`config.mk`:
```
export PLATFORM = sky130hd
export DESIGN_NAME = ansi_escape_parser_unit
export DESIGN_NICKNAME = d
export VERILOG_FILES = /design/src/sv/aep_pkg.sv /design/src/sv/aep_decode.sv /design/src/sv/ansi_escape_parser_unit.sv
export SDC_FILE = /design/constraint.sdc
export NUM_CORES = 1
export LEC_CHECK = 0
export BUFFER_PORTS_ARGS = -buffer_cell sky130_fd_sc_hd__buf_4
export CAP_MARGIN = 20
export CORE_ASPECT_RATIO = 1.25
export CORE_MARGIN = 4
export CORE_UTILIZATION = 61
export DETAILED_ROUTE_END_ITERATION = 6
export GPL_ROUTABILITY_DRIVEN = 0
export PLACE_DENSITY = 0.87
export SETUP_SLACK_MARGIN = 0.3
export SLEW_MARGIN = 25
export SYNTH_ARGS = -nofsm -noshare
export SYNTH_HDL_FRONTEND = slang
export SYNTH_HIERARCHICAL = 1
export SYNTH_SLANG_ARGS = --single-unit
```
`constraint.sdc`:
```
create_clock -name clk_i -period 6.7 [get_ports clk_i]
set_input_delay 0.335 -clock clk_i [delete_from_list [all_inputs] [get_ports clk_i]]
set_output_delay 0.335 -clock clk_i [all_outputs]
set_load 0.005 [all_outputs]
```
`src/sv/aep_pkg.sv`:
```
`default_nettype none

package aep_pkg;

  // default accumulator width
  localparam int unsigned AepNumWidth = 16;

  // configuration register indexes
  localparam int unsigned CfgIdxW = 1;
  localparam logic [CfgIdxW-1:0] CFG_SINK_ATTACHED   = 1'd0;
  localparam logic [CfgIdxW-1:0] CFG_INTRODUCER_CODE = 1'd1;

  // configuration reset values
  localparam logic [7:0] IntroducerReset = 8'd27;

  // character codes
  localparam logic [7:0] CHR_ZERO  = 8'h30;
  localparam logic [7:0] CHR_NINE  = 8'h39;
  localparam logic [7:0] CHR_QMARK = 8'h3F;
  localparam logic [7:0] CHR_SEMI  = 8'h3B;
  localparam logic [7:0] CHR_J     = 8'h4A;
  localparam logic [7:0] CHR_M     = 8'h6D;
  localparam logic [7:0] CHR_F     = 8'h66;
  localparam logic [7:0] CHR_H     = 8'h68;
  localparam logic [7:0] CHR_L     = 8'h6C;

  // sequence codes
  localparam int unsigned ClearCode  = 2;
  localparam int unsigned CursorCode = 25;
  localparam int unsigned FgLo       = 30;
  localparam int unsigned FgHi       = 37;
  localparam int unsigned FgBrLo     = 90;
  localparam int unsigned FgBrHi     = 97;
  localparam int unsigned BgLo       = 40;
  localparam int unsigned BgHi       = 47;
  localparam int unsigned BgBrLo     = 100;
  localparam int unsigned BgBrHi     = 107;

  // parse state
  typedef enum logic [2:0] {
    ST_TEXT  = 3'd0,
    ST_INTRO = 3'd1,
    ST_NUM1  = 3'd2,
    ST_SEMI  = 3'd3,
    ST_NUM2  = 3'd4,
    ST_QMARK = 3'd5,
    ST_QNUM  = 3'd6
  } aep_state_e;

  // result action codes
  typedef enum logic [2:0] {
    ACT_PRINT  = 3'd0,
    ACT_CLEAR  = 3'd1,
    ACT_RESET  = 3'd2,
    ACT_FG     = 3'd3,
    ACT_BG     = 3'd4,
    ACT_MOVE   = 3'd5,
    ACT_CURSOR = 3'd6
  } aep_action_e;

  // one result beat
  typedef struct packed {
    aep_action_e action;
    logic [7:0]  print_byte;
    logic [3:0]  color_index;
    logic [15:0] cursor_col;
    logic [15:0] cursor_row;
    logic        cursor_visible;
  } aep_result_t;

endpackage

`default_nettype wire

```
`src/sv/aep_decode.sv`:
```
`default_nettype none

module aep_decode
  import aep_pkg::*;
#(
  parameter int unsigned NUM_WIDTH = AepNumWidth
) (
  input  wire logic [7:0]           byte_i,
  input  wire logic [7:0]           intro_i,
  input  wire aep_state_e           state_i,
  input  wire logic [NUM_WIDTH-1:0] first_i,
  input  wire logic [NUM_WIDTH-1:0] second_i,
  output aep_state_e                state_o,
  output logic [NUM_WIDTH-1:0]      first_o,
  output logic [NUM_WIDTH-1:0]      second_o,
  output logic                      emit_o,
  output aep_result_t               result_o
);

  localparam int unsigned ProdW = NUM_WIDTH + 4;
  localparam int unsigned ExtW  = NUM_WIDTH + 16;
  localparam logic [ProdW-1:0] NumMax = ProdW'({NUM_WIDTH{1'b1}});

  // acc * 10 + digit, saturating
  function automatic logic [NUM_WIDTH-1:0] acc_digit(input logic [NUM_WIDTH-1:0] acc,
                                                     input logic [3:0] dig);
    logic [ProdW-1:0] prod;
    prod = (ProdW'(acc) << 3) + (ProdW'(acc) << 1) + ProdW'(dig);
    return (prod > NumMax) ? {NUM_WIDTH{1'b1}} : prod[NUM_WIDTH-1:0];
  endfunction

  // clamp to a 16-bit cursor coordinate
  function automatic logic [15:0] clamp16(input logic [NUM_WIDTH-1:0] v);
    logic [ExtW-1:0] ext;
    ext = ExtW'(v);
    return (ext > ExtW'(16'hFFFF)) ? 16'hFFFF : ext[15:0];
  endfunction

  logic                 digit_hit;
  logic [3:0]           dig;
  logic                 replay;
  logic [NUM_WIDTH-1:0] code;

  assign digit_hit = (byte_i >= CHR_ZERO) && (byte_i <= CHR_NINE);
  assign dig       = 4'(byte_i - CHR_ZERO);
  assign code      = first_i;

  // next state and result
  always_comb begin
    state_o  = ST_TEXT;
    first_o  = first_i;
    second_o = second_i;
    emit_o   = 1'b0;
    replay   = 1'b0;
    result_o = '0;
    unique case (state_i)
      ST_TEXT: begin
        replay = 1'b1;
      end
      ST_INTRO: begin
        if (digit_hit) begin
          first_o = acc_digit('0, dig);
          state_o = ST_NUM1;
        end else if (byte_i == CHR_QMARK) begin
          state_o = ST_QMARK;
        end else begin
          replay = 1'b1;
        end
      end
      ST_NUM1: begin
        if (digit_hit) begin
          first_o = acc_digit(first_i, dig);
          state_o = ST_NUM1;
        end else if (byte_i == CHR_J) begin
          if (first_i == NUM_WIDTH'(ClearCode)) begin
            emit_o          = 1'b1;
            result_o.action = ACT_CLEAR;
          end
        end else if (byte_i == CHR_M) begin
          // color selection codes
          if (code == '0) begin
            emit_o          = 1'b1;
            result_o.action = ACT_RESET;
          end else if (code >= NUM_WIDTH'(FgLo) && code <= NUM_WIDTH'(FgHi)) begin
            emit_o               = 1'b1;
            result_o.action      = ACT_FG;
            result_o.color_index = 4'(code - NUM_WIDTH'(FgLo));
          end else if (code >= NUM_WIDTH'(FgBrLo) && code <= NUM_WIDTH'(FgBrHi)) begin
            emit_o               = 1'b1;
            result_o.action      = ACT_FG;
            result_o.color_index = 4'(code - NUM_WIDTH'(FgBrLo - 8));
          end else if (code >= NUM_WIDTH'(BgLo) && code <= NUM_WIDTH'(BgHi)) begin
            emit_o               = 1'b1;
            result_o.action      = ACT_BG;
            result_o.color_index = 4'(code - NUM_WIDTH'(BgLo));
          end else if (code >= NUM_WIDTH'(BgBrLo) && code <= NUM_WIDTH'(BgBrHi)) begin
            emit_o               = 1'b1;
            result_o.action      = ACT_BG;
            result_o.color_index = 4'(code - NUM_WIDTH'(BgBrLo - 8));
          end
        end else if (byte_i == CHR_SEMI) begin
          second_o = '0;
          state_o  = ST_SEMI;
        end else begin
          replay = 1'b1;
        end
      end
      ST_SEMI: begin
        if (digit_hit) begin
          second_o = acc_digit('0, dig);
          state_o  = ST_NUM2;
        end else begin
          replay = 1'b1;
        end
      end
      ST_NUM2: begin
        if (digit_hit) begin
          second_o = acc_digit(second_i, dig);
          state_o  = ST_NUM2;
        end else if (byte_i == CHR_F) begin
          emit_o              = 1'b1;
          result_o.action     = ACT_MOVE;
          result_o.cursor_col = clamp16(first_i);
          result_o.cursor_row = clamp16(second_i);
        end else begin
          replay = 1'b1;
        end
      end
      ST_QMARK: begin
        if (digit_hit) begin
          first_o = acc_digit('0, dig);
          state_o = ST_QNUM;
        end else begin
          replay = 1'b1;
        end
      end
      ST_QNUM: begin
        if (digit_hit) begin
          first_o = acc_digit(first_i, dig);
          state_o = ST_QNUM;
        end else if ((byte_i == CHR_H || byte_i == CHR_L) &&
                     first_i == NUM_WIDTH'(CursorCode)) begin
          emit_o                  = 1'b1;
          result_o.action         = ACT_CURSOR;
          result_o.cursor_visible = (byte_i == CHR_H);
        end else begin
          replay = 1'b1;
        end
      end
      default: begin
        // unused state code: drop the byte, back to text
        state_o = ST_TEXT;
      end
    endcase

    // byte handled as text: the introducer opens a sequence, any other byte is printed
    if (replay) begin
      if (byte_i == intro_i) begin
        state_o = ST_INTRO;
      end else begin
        emit_o              = 1'b1;
        result_o            = '0;
        result_o.action     = ACT_PRINT;
        result_o.print_byte = byte_i;
      end
    end
  end

endmodule

`default_nettype wire

```
`src/sv/ansi_escape_parser_unit.sv`:
```
`default_nettype none

// channel  | direction | handshake               | payload
// ---------+-----------+-------------------------+-----------------------------------------
// in       | input     | in_valid_i/in_stall_o   | in_byte_i
// out      | output    | out_valid_o/out_stall_i | action_o, print_byte_o, color_index_o,
//          |           |                         | cursor_col_o, cursor_row_o, cursor_visible_o
// cfg      | input     | cfg_we_i                | cfg_idx_i, cfg_wdata_i
//
// one byte per cycle sustained while no result beat is held back by a stall
// the byte sits in an input register, decode runs combinationally to the result register
// reset clears parse state, numbers and both valid flags; sink detached, introducer ESC
// a stalled result only holds back bytes that give a result while the sink is attached; others pass through
// no clearing pass after reset

module ansi_escape_parser_unit
  import aep_pkg::*;
#(
  parameter int unsigned NUM_WIDTH = AepNumWidth
) (
  input  wire logic               clk_i,
  input  wire logic               rst_ni,
  input  wire logic               cfg_we_i,
  input  wire logic [CfgIdxW-1:0] cfg_idx_i,
  input  wire logic [7:0]         cfg_wdata_i,
  input  wire logic               in_valid_i,
  output logic                    in_stall_o,
  input  wire logic [7:0]         in_byte_i,
  output logic                    out_valid_o,
  input  wire logic               out_stall_i,
  output logic [2:0]              action_o,
  output logic [7:0]              print_byte_o,
  output logic [3:0]              color_index_o,
  output logic [15:0]             cursor_col_o,
  output logic [15:0]             cursor_row_o,
  output logic                    cursor_visible_o
);

  logic                 sink_q;
  logic [7:0]           intro_q;
  logic                 in_valid_q, in_valid_d;
  logic [7:0]           in_byte_q;
  aep_state_e           state_q, state_d;
  logic [NUM_WIDTH-1:0] first_q, first_d;
  logic [NUM_WIDTH-1:0] second_q, second_d;
  logic                 out_valid_q, out_valid_d;
  aep_result_t          res_q, res_d;
  logic                 emit;
  logic                 out_free;
  logic                 adv;
  logic                 in_take;

  // configuration registers
  always_ff @(posedge clk_i or negedge rst_ni) begin
    if (!rst_ni) begin
      sink_q  <= 1'b0;
      intro_q <= IntroducerReset;
    end else if (cfg_we_i) begin
      unique case (cfg_idx_i)
        CFG_SINK_ATTACHED:   sink_q  <= cfg_wdata_i[0];
        CFG_INTRODUCER_CODE: intro_q <= cfg_wdata_i;
        default: ;
      endcase
    end
  end

  // decode of the registered byte
  aep_decode #(
    .NUM_WIDTH(NUM_WIDTH)
  ) u_decode (
    .byte_i  (in_byte_q),
    .intro_i (intro_q),
    .state_i (state_q),
    .first_i (first_q),
    .second_i(second_q),
    .state_o (state_d),
    .first_o (first_d),
    .second_o(second_d),
    .emit_o  (emit),
    .result_o(res_d)
  );

  // flow control
  assign out_free   = !out_valid_q || !out_stall_i;
  assign adv        = in_valid_q && (out_free || !(emit && sink_q));
  assign in_stall_o = in_valid_q && !adv;
  assign in_take    = in_valid_i && !in_stall_o;

  always_comb begin
    in_valid_d = in_valid_q;
    if (in_take) begin
      in_valid_d = 1'b1;
    end else if (adv) begin
      in_valid_d = 1'b0;
    end
  end

  always_comb begin
    out_valid_d = out_valid_q;
    if (adv && emit && sink_q) begin
      out_valid_d = 1'b1;
    end else if (out_free) begin
      out_valid_d = 1'b0;
    end
  end

  // control registers
  always_ff @(posedge clk_i or negedge rst_ni) begin
    if (!rst_ni) begin
      in_valid_q  <= 1'b0;
      out_valid_q <= 1'b0;
      state_q     <= ST_TEXT;
      first_q     <= '0;
      second_q    <= '0;
    end else begin
      in_valid_q  <= in_valid_d;
      out_valid_q <= out_valid_d;
      if (adv) begin
        state_q  <= state_d;
        first_q  <= first_d;
        second_q <= second_d;
      end
    end
  end

  // payload registers
  always_ff @(posedge clk_i) begin
    if (in_take) begin
      in_byte_q <= in_byte_i;
    end
    if (adv && emit && sink_q) begin
      res_q <= res_d;
    end
  end

  assign out_valid_o      = out_valid_q;
  assign action_o         = res_q.action;
  assign print_byte_o     = res_q.print_byte;
  assign color_index_o    = res_q.color_index;
  assign cursor_col_o     = res_q.cursor_col;
  assign cursor_row_o     = res_q.cursor_row;
  assign cursor_visible_o = res_q.cursor_visible;

endmodule

`default_nettype wire

```
======== After elaboration in Yosys (flattened, before gate mapping) ========
Index checks and enable logic that the tools add are counted.
storage, ports and cells
  logic and storage cells ................. 184
  register bits ........................... 102
cells by class
  eq/ne operators ......................... 24
  muxes and demuxes ....................... 86
  bitwise gates (word level) .............. 2
  add/subtract/negate cells ............... 9
  magnitude comparators ................... 13
  reduce and logical (&&, ||, !) cells .... 36
operators by type and width
  cell                                                                               number
  16-bit 2-to-1 mux                                                                  10
  32-bit 2-to-1 mux                                                                  3
  48-bit 2-to-1 mux                                                                  2
  3-bit 2-to-1 mux                                                                   21
  16-bit one-hot mux with 3 select lines                                             1
  19-bit by 17-bit adder with 20-bit output                                          2
  20-bit by 4-bit adder with 20-bit output                                           2
  8-bit by 7-bit equality test with 1-bit output, second input constant              5
  20-bit by 16-bit greater-than comparator with 1-bit output, second input constant  2
  4-bit 2-to-1 mux                                                                   9
  1-bit 2-to-1 mux                                                                   34
  16-bit by 7-bit >= comparator with 1-bit output, second input constant             2
  16-bit by 6-bit less-or-equal comparator with 1-bit output, second input constant  2
  16-bit by 7-bit less-or-equal comparator with 1-bit output, second input constant  2
  16-bit one-hot mux with 2 select lines                                             1
  16-bit by 2-bit equality test with 1-bit output, second input constant             1
  16-bit by 5-bit equality test with 1-bit output, second input constant             1
  8-bit by 6-bit equality test with 1-bit output, second input constant              2
  16-bit by 5-bit >= comparator with 1-bit output, second input constant             1
  16-bit by 6-bit >= comparator with 1-bit output, second input constant             1
  4-bit by 16-bit greater-than comparator with 1-bit output, second input constant   1
  16-bit logical NOT                                                                 1
  1-bit logical AND                                                                  12
  3-bit one-hot mux with 4 select lines                                              1
  other kinds (25)                                                                   51

======== Longest topological paths before layout ========
Gate-level depths: netlist of the first run.
  depth in word-level cells ............... 22
  depth in mapped cells ................... 13
  depth with buffers taken out ............ 12

======== Hierarchy ========
The synthesis of the first run kept the hierarchy.
by module, submodules not included
  module                   instances  area an instance (um2)  cells an instance
  aep_decode               1          4036.4                  567
  ansi_escape_parser_unit  1          3549.7                  160

======== Least setup slack after synthesis of the first run ========
No wires, ideal clock.
  path kind ............................... flip-flop to flip-flop
  start ................................... register first_q[2]
  end ..................................... register res_q (netlist bit action_o[0]) (enable)
  arrival time ............................ 4.654 ns
  path buffers ............................ 1
  cell stages (with the launch flop) ...... 14
  setup slack ............................. 1.592 ns
  clock period less this slack ............ 5.108 ns
  cell sequence ........................... dfrtp_1 -> inv_1 -> ha_1 -> a21oi_1 -> o41ai_1 -> o2bb2ai_1 -> nand2_1 -> nand3_1 -> or3_1 -> a311o_1 -> nand2_1 -> o21ai_4 -> buf_8 -> nor2_1
on the way
  longest elaborated chain between the ends .. 19
  elaborated cells between the ends (all ways) .. 39
  those cells by class .................... order compare (8); eq/ne (2); mux (17); reduce/logical (12)
RTL lines
  element                                                                                                                               RTL line                        RTL
  start, declared                                                                                                                       ansi_escape_parser_unit.sv:44   logic [NUM_WIDTH-1:0] first_q, first_d;
  start signal, assigned                                                                                                                ansi_escape_parser_unit.sv:120  first_q <= first_d;
  16-bit by 7-bit >= comparator with 1-bit output / 16-bit by 7-bit less-or-equal comparator with 1-bit output (equally long branches)  aep_decode.sv:96                end else if (code >= NUM_WIDTH'(BgBrLo) && code <= NUM_WIDTH'(BgBrHi)) begin
  1-bit logical AND                                                                                                                     aep_decode.sv:96
  1-bit 2-to-1 mux                                                                                                                      aep_decode.sv:96
  1-bit 2-to-1 mux                                                                                                                      aep_decode.sv:92                end else if (code >= NUM_WIDTH'(BgLo) && code <= NUM_WIDTH'(BgHi)) begin
  1-bit 2-to-1 mux                                                                                                                      aep_decode.sv:88                end else if (code >= NUM_WIDTH'(FgBrLo) && code <= NUM_WIDTH'(FgBrHi)) begin
  1-bit 2-to-1 mux                                                                                                                      aep_decode.sv:84                end else if (code >= NUM_WIDTH'(FgLo) && code <= NUM_WIDTH'(FgHi)) begin
  1-bit 2-to-1 mux                                                                                                                      aep_decode.sv:81                if (code == '0) begin
  1-bit 2-to-1 mux                                                                                                                      aep_decode.sv:79                end else if (byte_i == CHR_M) begin
  [3 not listed]                                                                                                                        -
  1-bit 2-to-1 mux                                                                                                                      aep_decode.sv:158               if (byte_i == intro_i) begin
  1-bit 2-to-1 mux *                                                                                                                    aep_decode.sv:157               if (replay) begin
  via emit                                                                                                                              ansi_escape_parser_unit.sv:48   logic emit;
  1-bit logical AND                                                                                                                     ansi_escape_parser_unit.sv:85   assign adv = in_valid_q && (out_free || !(emit && sink_q));
  1-bit logical NOT                                                                                                                     ansi_escape_parser_unit.sv:85
  1-bit logical OR                                                                                                                      ansi_escape_parser_unit.sv:85
  1-bit logical AND                                                                                                                     ansi_escape_parser_unit.sv:85
  1-bit logical AND * (2 in a row)                                                                                                      ansi_escape_parser_unit.sv:131  if (adv && emit && sink_q) begin
  end signal, assigned                                                                                                                  ansi_escape_parser_unit.sv:132  res_q <= res_d;
  end, declared                                                                                                                         ansi_escape_parser_unit.sv:47   aep_result_t res_q, res_d;
The timed path passes the listed nets; every way through them passes the cells marked *.
A chain may end at the register's enable or synchronous reset.

======== Worst setup path in the final report of the first run ========
  start ................................... register in_byte_q[3]
  end ..................................... register second_q[13]
on the way
  elaborated cells between the ends (all ways) .. 55
  those cells by class .................... add/sub (2); order compare (4); eq/ne (14); mux (27); reduce/logical (8)
RTL lines
  element                                                     RTL line                        RTL
  start, declared                                             ansi_escape_parser_unit.sv:42   logic [7:0] in_byte_q;
  start signal, assigned                                      ansi_escape_parser_unit.sv:129  in_byte_q <= in_byte_i;
  4-bit by 1-bit subtractor with 4-bit output *               aep_decode.sv:45                assign dig = 4'(byte_i - CHR_ZERO);
  20-bit by 4-bit adder with 20-bit output                    aep_decode.sv:28                prod = (ProdW'(acc) << 3) + (ProdW'(acc) << 1) + ProdW'(dig);
  20-bit by 16-bit greater-than comparator with 1-bit output  aep_decode.sv:29                return (prod > NumMax) ? {NUM_WIDTH{1'b1}} : prod[NUM_WIDTH-1:0];
  16-bit 2-to-1 mux                                           aep_decode.sv:29
  16-bit 2-to-1 mux                                           aep_decode.sv:117               if (digit_hit) begin
  16-bit one-hot mux with 3 select lines *                    aep_decode.sv:56                unique case (state_i)
  via second_d[13]                                            ansi_escape_parser_unit.sv:45   logic [NUM_WIDTH-1:0] second_q, second_d;
  end signal, assigned                                        ansi_escape_parser_unit.sv:121  second_q <= second_d;
  end, declared                                               ansi_escape_parser_unit.sv:45
The timed path passes the listed nets; every way through them passes the cells marked *. The select of a mux whose other input is x is not followed.

==> results of run 1 <==
## worst reg2reg max path, stage by stage (launching register included)
cell       delay (ns)
edfxtp_1         0.64
fa_1             0.63
fa_1             0.50
a211oi_1         0.31
o21ai_1          0.16
a2111oi_0        0.54
o21ai_0          0.21
a211oi_2         0.90
o211ai_1         0.20
a32o_1           0.32
mux2_4           0.26
## per-stage QoR
stage	total power, mW	cell area, µm²	std cells
floorplan	0.865	7590	727
global placement	0.938	8190	934
detailed placement	0.953	8240	936
CTS	1.48	8540	952
global route	1.53	8550	953
finish	1.47	8550	953
## placed cells by master (no fill, tap or decap), drive strengths merged, types with 5 or more instances in the layout
master,count
and3,12
xor2,17
dfrtp,42
buf,78
nand3,8
nand2,58
nor2b,10
ha,75
a21oi,45
o21a,8
nand2b,5
inv,11
nor2,27
clkbuf,11
xnor2,12
and2,39
o211ai,10
o21ai,44
o221a,13
edfxtp,56
nand4,6
a21o,21
a31oi,22
a211oi,10
nor3,18
mux2,44
## cell families (layout without fill, tap and decap cells)
kind of cell | after synthesis | count (layout) | share of synthesized area, %
simple gates | 213 | 213 | 15.3
flops | 102 | 102 | 37.4
mux | 46 | 46 | 8.23
xor+xnor | 29 | 29 | 3.35
compound gates | 214 | 214 | 19.4
buf+inv | 44 | 106 | 2.87
fa+ha+maj | 79 | 79 | 13.4
## power breakdown
| group | internal [mW] | total [mW] | switching, mW |
|---|---|---|---|
| Sequential | 0.711 | 0.741 | 0.0296 |
| Combinational | 0.0980 | 0.199 | 0.101 |
| Clock | 0.301 | 0.530 | 0.229 |
| Total | 1.11 | 1.47 | 0.360 |
## worst paths after layout
kind	startpoint	end	slack (ns)	depth (start not counted)
hold / removal	rst_ni	second_q[10]$_DFFE_PN0P_	0.02	1
max in group asynchronous	rst_ni	first_q[3]$_DFFE_PN0P_	6.25	1
setup / recovery	in_byte_q[3]$_DFFE_PP_	second_q[13]$_DFFE_PN0P_	1.93	10
setup reg to reg	in_byte_q[3]$_DFFE_PP_	second_q[13]$_DFFE_PN0P_	1.93	10
min in group clk_i	in_byte_i[6]	in_byte_q[6]$_DFFE_PP_	0.16	1
hold reg to reg	intro_q[6]$_DFFE_PN0P_	intro_q[6]$_DFFE_PN0P_	0.53	1
## final cells by class
class | count | area (µm²) | share of cell area, %
tap | 164 | 205 | 2.40
clock inverter | 5 | 60.1 | 0.702
timing repair buffer | 78 | 617 | 7.21
sequential | 102 | 2840 | 33.2
inverter | 12 | 45.0 | 0.527
clock buffer | 11 | 243 | 2.84
multi-input combinational | 581 | 4550 | 53.2
## metal layers
metal	share of wire, %	wire [µm]	vias to the layer above
met4	4.7	852	0
met3	6.3	1150	87
met2	51	9300	355
met5	0	0	-
met1	38	6980	3046
li1	-	-	2893
## registers in the layout, summed over array words and instances (netlist names)
| name | cells |
|---|---|
| action_o | 3 |
| color_index_o | 4 |
| cursor_col_o | 16 |
| cursor_row_o | 16 |
| cursor_visible_o | 1 |
| first_q | 16 |
| in_byte_q | 8 |
| in_valid_q | 1 |
| intro_q | 8 |
| out_valid_o | 1 |
| print_byte_o | 8 |
| second_q | 16 |
| sink_q | 1 |
| state_q | 3 |
==> metrics.txt, run 1 <==
status=finished, final reports clean; first-pass GRT wire length=29,500 µm; Mapped Area=7590 µm²; PortBufs=71; Starting Density=62.4%; Async SR Flop Fraction=45.1%; fin worst setup slack=1.93 ns; Die Ht=133 µm; Layout Skew=0.00675 ns; CP startpoint kind=flip-flop; maxcap violations=0; # fillers=886; core area=12,200 µm²; Yosys top cell area share=22.2%; Clk pin slew, worst setup/hold paths=0.07 ns; CTS tree=done; Rows=45; # diodes=0; WL per Instance=19.2 µm; DR pass1 iterations=6; post-synthesis sequential area ratio=37.4%; Synth area leader=edfxtp_1; Peak Freq=210 MHz; synth-to-layout area growth=12.8%; Synth cell types=69; Hold WS=0.0167 ns; Post-Syn Area per Cell=10.4 µm²; Iter 0 DRT Violations=588; EDFF count, synth=56; CTS Buf Count=9; CP Class=flip-flop to flip-flop; Gate Count Post-Synth=727; GRT Overall Usage=25.7%; Max Fanout on Critical Path=14; global-route layer with the greatest usage=met2; Chip Width=108 µm; Worst slew margin=31.5%; DRC viols=0; Syn Nets=828; post-DP HPWL=13,100 µm; Pwr Density=172 nW/µm²; Ys Warns=6; GR Overflow Total=0; Worst path top cell family by delay=compound AO/OA/AOI/OAI gates; final hold violation count=0; CTS root buf=clkbuf_16; top post-synthesis cells by count=75 x ha_1, 58 x nand2_1, 56 x edfxtp_1; top cells by area, synth=edfxtp_1 22%, dfrtp_1 14%, ha_1 12%; clk buf depth=2; total wire length=18,300 µm; Final #Nets=885; io pins=72; Final Slew Violations=0; Final Core Density=70.3%; CTS HTree Levels=3; ys flop type=edfxtp_1; Slowest Stage Delay on Critical Path=0.90 ns; fin crit period=4.77 ns; Setup Fix Bufs, Post-CTS=0; Post-Place Worst Slack=2.05 ns; via-per-instance ratio=6.70; Worst Tran Pin Value=1.03 ns; initial antenna violation count=0; Arr. time, crit path=5.00 ns; Min-Delay Path Class=primary input to asynchronous set/reset pin; # setup viols final=0; FF+latch count, synth=102; GRT met1 Usage=30.3%; maximum VDD drop=0.000175 V; vias in the first global route=6,229; Leakage Power=3.90 nW; RSZ-0062 raised after global routing=false; layout cells sized above 1=21.5%; clk sinks=102; hold_buf cts=0; routed via count=6,381; CP max stage cell=a211oi_2; GR Layer Usage met3=4.34%; met2 Use GR=44.0%; final worst path period share=71.2%; full die area=14,300 µm²; CTS resizes=0; most frequent cell after synthesis=ha_1; most frequent CP cell=fa_1; largest net degree at the start of global routing=49; crit end category=flip-flop; worst-skew pair later-pin latency=0.35 ns; remaining antenna violation count=0; TNS Setup=0 ns; Buf/Inv on CP=0; Req. time, crit path=6.93 ns; critical path, cell by cell=fa_1 -> fa_1 -> a211oi_1 -> o21ai_1 -> a2111oi_0 -> o21ai_0 -> a211oi_2 -> o211ai_1 -> a32o_1 -> mux2_4
No activity file was read; power rests on OpenSTA's default activity.
==> run 2, diff against run 1 <==
Clock period 6.7 ns to 4.6 ns, I/O delays scaled along.
==> run 2 against run 1 <==
Register-to-register slack lost 1.4 ns. Total power grew 44%. Cell area rose by 0.12%. Clock power is 42% higher. Worst setup slack worse by 1.4 ns. Wire length is 0.90% higher.
==> metrics.txt, run 2 (same netlist as run 1, synthesis figures left out) <==
crit end category=flip-flop; full die area=14,300 µm² (unchanged); DRC viols=0 (unchanged); clk sinks=102 (unchanged); Chip Width=108 µm (unchanged); commonest non-fill, non-tap cell in the layout=buf_4; Die Ht=133 µm (unchanged); # setup viols final=0 (unchanged); synth-to-layout area growth=12.9%; RSZ-0062 raised after global routing=true; final hold violation count=0 (unchanged); fin worst setup slack=0.487 ns (-1.44 ns); Internal Pwr Total=1.58 mW (+43%); Seq pwr share=50.6% (+0.2 points); CTS root buf=clkbuf_16; remaining antenna violation count=0 (unchanged); crit path to=second_q[13]$_DFFE_PN0P_; CTS Buf Count=9 (unchanged); GRT Overall Usage=25.9% (+0.23 points); global-route layer with the greatest usage=met2; CP Class=flip-flop to flip-flop; Min-Delay Path Class=primary input to flip-flop; Critical Path Source=in_byte_q[1]$_DFFE_PP_; PortBufs=71 (unchanged); Post-Place Worst Slack=0.547 ns (-1.51 ns); Leakage Power=3.91 nW (+0.19%); Final Slew Violations=0 (unchanged); CTS tree=done; worst r2r src=in_byte_q[1]$_DFFE_PP_; commonest non-fill, non-tap cells in the layout=79 x buf_4, 75 x ha_1, 58 x nand2_1; TNS Setup=0 ns (unchanged); Worst R2R Path Depth=12 (+2); routed via count=6,355 (-0.41%); GR Layer Usage met3=3.86% (-0.49 points); Req. time, crit path=4.84 ns (-2.09 ns); Layout Skew=0.0107 ns (+0.00400 ns); DR pass1 iterations=6 (unchanged); CP startpoint kind=flip-flop; # fillers=861 (-2.8%); Rows=45 (unchanged); Pwr Density=248 nW/µm² (+44%); Worst Tran Pin Value=0.717 ns (-0.309 ns); Worst slew margin=52.1% (+21 points); Starting Density=62.4% (unchanged); Max Fanout on Critical Path=14 (unchanged); largest net degree at the start of global routing=49 (unchanged); initial antenna violation count=0 (unchanged); vias in the first global route=6,219 (-0.16%); Arr. time, crit path=4.35 ns (-0.65 ns); maximum VDD drop=0.000179 V (+2.1%); fin crit period=4.11 ns (-0.659 ns); io pins=72 (unchanged); critical path, cell by cell=ha_1 -> ha_1 -> fa_1 -> a211oi_1 -> o21ai_1 -> a2111oi_1 -> o21ai_0 -> a211oi_1 -> buf_4 -> o211ai_1 -> a32o_1 -> mux2_4; first-pass GRT wire length=29,800 µm (+1.1%); terminus of the critical flop-to-flop path=second_q[13]$_DFFE_PN0P_; worst-skew pair later-pin latency=0.36 ns (about the same); maxcap violations=0 (unchanged); Clk pin slew, worst setup/hold paths=0.08 ns (about the same); GRT met1 Usage=30.7% (+0.38 points); WL per Instance=19.3 µm (+0.48%); FF-to-FF setup slack=0.49 ns (-1.44 ns); clk buf depth=2 (unchanged); Peak Freq=243 MHz (+16%); Slowest Stage Delay on Critical Path=0.60 ns (-0.30 ns); Final #Nets=889 (+0.45%); clock share of power=35.6% (-0.5 points); CTS HTree Levels=3 (unchanged); Net Sw Power=541 µW (+50%); met2 Use GR=44.6% (+0.62 points); post-DP HPWL=13,200 µm (+0.86%); combinational share of power=13.8% (+0.3 points); status=finished, final reports clean; core area=12,200 µm² (unchanged); # diodes=0 (unchanged); Sw Share=25.5% (+0.99 points); layout cells sized above 1=21.9% (+0.40 points); Iter 0 DRT Violations=817 (+39%); GR Overflow Total=0 (unchanged); via-per-instance ratio=6.64 (-0.82%); CP max stage cell=edfxtp_1; total wire length=18,400 µm (+0.90%); final worst path period share=89.4% (+18 points)
## run 2: through the flow
| stage | util (%) | cells | hold slack (ns) | total power [mW] | cell area, µm² |
|---|---|---|---|---|---|
| 2_1_floorplan | - | 727 | -0.0656 | 1.26 | 7590 |
| 3_3_place_gp | 67.7 | 938 | 0.275 | 1.37 | 8230 |
| 3_5_place_dp | 67.7 | 938 | 0.289 | 1.38 | 8230 |
| 4_1_cts | 70.2 | 955 | 0.0380 | 2.13 | 8540 |
| 5_1_grt | 70.4 | 957 | 0.0286 | 2.20 | 8560 |
| 6_report | 70.4 | 957 | 0.0454 | 2.12 | 8560 |
## run 2: final cells by class
| cell class | instances | area, µm² | area share [%] |
|---|---|---|---|
| multi-input combinational | 581 | 4540 | 53.0 |
| sequential | 102 | 2840 | 33.1 |
| timing repair buffer | 82 | 634 | 7.41 |
| clock buffer | 10 | 250 | 2.92 |
| tap | 164 | 205 | 2.40 |
| clock inverter | 6 | 47.5 | 0.555 |
| inverter | 12 | 45.0 | 0.526 |
## run 2: how the worst min path moves through the flow
stage | startpoint | to | slack (ns) | depth (start not counted)
finish | in_byte_i[4] | in_byte_q[4]$_DFFE_PP_ | 0.05 | 1
global route | in_byte_i[4] | in_byte_q[4]$_DFFE_PP_ | 0.03 | 1
CTS | in_byte_i[4] | in_byte_q[4]$_DFFE_PP_ | 0.04 | 1
detailed placement | rst_ni | second_q[12]$_DFFE_PN0P_ | 0.29 | 1
global placement | rst_ni | second_q[10]$_DFFE_PN0P_ | 0.28 | 1
floorplan | rst_ni | first_q[0]$_DFFE_PN0P_ | -0.07 | 0
## run 2: power by group through the flow
| stage | clock [mW] | combinational [mW] | sequential, mW |
|---|---|---|---|
| 4_1_cts | 0.762 | 0.292 | 1.07 |
| 6_report | 0.755 | 0.293 | 1.07 |
| 3_5_place_dp | 0 | 0.291 | 1.09 |
| 2_1_floorplan | 0 | 0.174 | 1.09 |
| 3_3_place_gp | 0 | 0.281 | 1.09 |
| 5_1_grt | 0.805 | 0.317 | 1.08 |
## run 2: critical path, delay by kind of cell (launching register included)
| family | cells | cell delay (ns) |
|---|---|---|
| mux | 1 | 0.26 |
| buf+inv | 1 | 0.27 |
| flops | 1 | 0.60 |
| fa+ha+maj | 3 | 0.98 |
| compound gates | 7 | 1.89 |
## run 2: repair_timing
| action | CTS | global route |
|---|---|---|
| hold buffers | 1 | 0 |
| endpoints found under the setup margin | 0 | 28 |
| buffers inserted | 0 | 1 |
| endpoints found under the hold margin | 42 | 0 |
| gates resized for setup | 0 | 2 |
## run 2: per-layer routing
metal,wire (µm),up-vias,share of wire [%]
li1,-,2894,-
met1,6970,3011,38
met2,9240,352,50
met3,1340,98,7.3
met4,897,0,4.9
met5,0,-,0
